$ cat src/matrix_inverse_adjugate_macros.svh
// Assertion macros shared by the matrix inverse block.
// Included by the top level; no other dependencies.
`ifndef MATRIX_INVERSE_ADJUGATE_MACROS_SVH
`define MATRIX_INVERSE_ADJUGATE_MACROS_SVH
`ifndef SYNTHESIS
// Same-cycle implication.
`define MIA_ASSERT_IMP(lbl, clk, rstn, ante, cons) \
	lbl: assert property (@(posedge clk) disable iff (!rstn) (ante) |-> (cons)) \
	else $error("implication check failed");
// Next-cycle implication.
`define MIA_ASSERT_NXT(lbl, clk, rstn, ante, cons) \
	lbl: assert property (@(posedge clk) disable iff (!rstn) (ante) |=> (cons)) \
	else $error("next-cycle check failed");
`else
`define MIA_ASSERT_IMP(lbl, clk, rstn, ante, cons)
`define MIA_ASSERT_NXT(lbl, clk, rstn, ante, cons)
`endif
`endif

$ cat src/mia_ram.sv
// Generic simple dual-port RAM: one write port, one read port with registered data.
// No dependencies.
module mia_ram #(
	parameter int WIDTH = 32,
	parameter int DEPTH = 64
) (
	input  logic                     clk,
	input  logic                     we,
	input  logic [$clog2(DEPTH)-1:0] waddr,
	input  logic [WIDTH-1:0]         wdata,
	input  logic [$clog2(DEPTH)-1:0] raddr,
	output logic [WIDTH-1:0]         rdata
);

	logic [WIDTH-1:0] mem_q [DEPTH];

	always_ff @(posedge clk) begin
		if (we) begin
			mem_q[waddr] <= wdata;
		end
		rdata <= mem_q[raddr];
	end

endmodule
$ cat config.mk
export PLATFORM = sky130hd
export DESIGN_NAME = mia_ram
export DESIGN_NICKNAME = d
export VERILOG_FILES = /design/src/matrix_inverse_adjugate_macros.svh /design/src/mia_ram.sv
export SDC_FILE = /design/constraint.sdc
export NUM_CORES = 2
export LEC_CHECK = 0
export BUFFER_PORTS_ARGS = -buffer_cell sky130_fd_sc_hd__buf_2
export CAP_MARGIN = 20
export CORE_UTILIZATION = 45
export DETAILED_ROUTE_END_ITERATION = 16
export PLACE_DENSITY = 0.68
export SYNTH_ARGS = -nofsm -noshare
export SYNTH_HDL_FRONTEND = slang
export SYNTH_SLANG_ARGS = --single-unit
$ cat constraint.sdc
create_clock -name clk -period 4.56 [get_ports clk]
set_clock_uncertainty 0.1 [all_clocks]
set_input_delay 0.228 -clock clk [delete_from_list [all_inputs] [get_ports clk]]
set_output_delay 0.228 -clock clk [all_outputs]
set_load 0.1 [all_outputs]
After elaboration in Yosys (flattened, before gate mapping). Memories as Yosys holds them, arrays and structs flattened. A register that Yosys moved wholly into a read port is not among the register bits. Index checks and enable logic that the tools add are counted.

Register bits after elaboration: 0. RAM bits: 2048. Input port bits: 46. Memories: 1.

Multiplexer cells: 2.

Memories: mem_q (words 64, bits a word 32, rd ports 1, clocked after memory_dff 1, wr ports 1, line mia_ram.sv:15) `logic [WIDTH-1:0] mem_q [DEPTH];`.

Operators by type and width (number): 2-to-1 mux 1 bit (2).

Depth between registers and ports, before layout.
Word-level depth: 2. Depth in mapped cells: 10.

Worst setup path after synthesis. OpenSTA, ideal clock, no wires.

Path kind: input-to-reg. From: input waddr[3]. To: memory mem_q[48][0] (enable). Library setup time: 461 ps. Arrival: 2927 ps. Required time: 3999 ps. Path slack: 1072 ps. Stages on the path: 4. Cell sequence: clkbuf_1 -> nor2b_1 -> nand4b_1 -> nor3_1.

RTL lines: from (decl) (line mia_ram.sv:9) `input logic [$clog2(DEPTH)-1:0] waddr,`; to (decl) (line mia_ram.sv:15).

Straight into the memory's write port.

Final worst setup path.
From: input waddr[1]. To: memory mem_q[59][26] (enable).

Straight into the memory's write port.

==> metrics.yaml <==
logic_synthesis:
  ys_top_cells_by_area: "edfxtp_1, mux4_2, mux2i_1"
  ys_seq_area_share_pct: 79.14
  synth_most_common_cell: "edfxtp_1"
  synth.top_cell.area_share_pct: 78.33
  yosys_warnings: 0
  synth-edff-count: 2048
  ys.flop_type: "edfxtp_1"
  synthDistinctLibCells: 34
  syn_avg_cell_area_um2: 23.62
  synth_seq_cells: 2080
  ys_top_cells_by_count: "edfxtp_1, mux4_2, nor2_1"
  synthArstFlopShare_pct: 0
  synth_top_cell_by_area: "edfxtp_1"
  syn_area_um2: 78520
  syn_nets: 3370
  syn_inst: 3324
clock_tree:
  cts.path.max_buffers: 3
  cts_hold_buf: 27
  cts_tree: "built"
  clock-sinks: 2080
  clock_latency_ps: 840
  cts.repair.resized: 0
  cts_setup_buffers: 0
  numCtsBuffers: 195
  clk_pin_slew_ps: 60
  cts-htree-levels: 4
  clockRootBuffer: "clkbuf_16"
pwr:
  switchingPower_mw: 8.565
  switching_share_pct: 21.47
  ir_worst_vdd_mv: 0.4286
  clock_power_share_pct: 40.8
  pwr-share-comb_pct: 5.9
  p_per_area_nw_per_um2: 443.9
  sequentialPowerShare_pct: 53.3
  cellLeakagePower_nw: 27.98
  power.internal_mw: 31.33
die:
  initial_core_util_pct: 45.52
  rows: 152
  die-area_um2: 176200
  io_pins: 78
  die_h_um: 419.7
  core_area_um2: 172500
  die_w_um: 419.7
global_routing:
  grt_pass1_wl_um: 283600
  grt_usage_pct: 23.16
  grt_max_degree: 73
  grt_pass1_vias: 37162
  antenna_found_initial: 11
  grt-ovfl-total: 0
setup_path:
  cp_max_fo: 21
  crit_path_end_kind: "flip-flop"
  cp.required_ps: 4990
  ff2ff_path_depth: 4
  crit_arrival_ps: 3490
  critPathLaunchType: "input pin"
  critPathKind: "input pin to flip-flop"
worst_hold_path:
  hold_class: "input pin to flip-flop"
  hold_path_depth: 2
final_layout:
  utilization_pct: 52.11
  syn2layout_area_growth_pct: 14.48
  nets: 3679
  instances_no_fill: 6119
  layout-drive-gt1-share_pct: 30.10
run_status:
  run_status: "completed"
sta:
  fin_crit_sh_pct: 67.05
  tightest_slew_ps: 1117
  min_period_ps: 3057
  slew_violations: 0
  max_clock_freq_mhz: 327.1
  hold_viol: 0
  grt_setup_unrepaired: "no"
  setup_viol_count_final: 0
  slew_headroom_pct: 25.31
  tns_ps: 0
route:
  routedWlPerCell_um: 32.82
  antenna_left: 0
  dr.pass1.iters: 5
  drt_iter0_markers: 5130
  viasPerCell: 6.086
  drc: 0
  drt-total-wl_um: 200800
  vias: 37242
job:
  cap_violations: 0
placement:
  post-place-cells: 5711
  hpwl_um: 114300
  port-buffer-count: 77
  gp_congestion: 0.8080
cell type report:
class                      count  area, um2
antenna                        8      20.02
clock inverter                83      932.1
tap                         2310       2890
timing repair buffer         294       2454
sequential                  2080      62140
fill                       12995      82610
clock buffer                 282       5480
multi-input combinational   1062      15970
cell usage in the layout, fill, tap and decap left out, types with 19 or more instances in the layout:
cell	n
clkbuf_1	63
a21oi_1	62
clkbuf_8	21
nor2_4	62
o221ai_1	27
nand2_1	26
nor2_1	75
mux2i_1	93
dfxtp_1	32
bufinv_16	19
o22ai_1	84
buf_12	26
buf_2	73
clkinv_1	34
buf_4	160
dlygate4sd3_1	31
mux4_2	544
edfxtp_1	2048
clkbuf_16	198
registers in the layout, summed over array words and instances (netlist names):
signal,count
mem_q,2048
rdata,32
worst max-delay path, stage by stage:
cell and delay (ps):
dlygate4sd3_1 530, buf_2 260, nor2b_1 210, nand3_1 790, nor2_4 1110, buf_4 330
power groups by stage:
| stage | logic, mW | clock network, mW | registers [mW] |
|---|---|---|---|
| 2_1_floorplan | 1.03 | 0 | 21.9 |
| 3_3_place_gp | 2.30 | 0 | 21.7 |
| 3_5_place_dp | 2.33 | 0 | 21.7 |
| 4_1_cts | 2.36 | 16.5 | 21.3 |
| 5_1_grt | 2.46 | 17.2 | 21.3 |
| 6_report | 2.36 | 16.3 | 21.3 |
layer usage:
metal | global-route usage (%) | vias to the layer above | wire, um
met1 | 32.93 | 20067 | 78050
met5 | 0 | - | 26
met2 | 36.54 | 2024 | 96980
met3 | 4.766 | 236 | 20450
met4 | 6.483 | 4 | 5306
li1 | - | 14911 | -
final timing paths:
check                   to  slack [ps]     startpoint
max          mem_q[59][26]        1500       waddr[1]
min          mem_q[27][16]          30      wdata[16]
max reg2reg      rdata[30]        2010  mem_q[24][30]
min reg2reg       rdata[4]         720   mem_q[12][4]
kinds of logic after synthesis:
group | after synthesis | synth area share, %
AOI/OAI and AO/OA | 202 | 1.673
buffers and inverters | 182 | 1.128
DFF | 2080 | 79.14
muxes | 637 | 16.79
and+or+nand+nor | 223 | 1.265
through the flow:
stage | hold WS, ps | worst slack (ps) | total power, mW | instance area [um2]
after floorplan | 226.9 | 1072 | 22.95 | 78520
after global placement | 549.5 | 680.6 | 23.97 | 83050
after detailed placement | 547.6 | 696.6 | 24.01 | 83060
after CTS | 4.251 | 1554 | 40.09 | 89740
after global routing | 35.88 | 1476 | 40.89 | 89870
final | 28.77 | 1503 | 39.90 | 89880
Note: power is estimated with default switching activity, not from simulation.
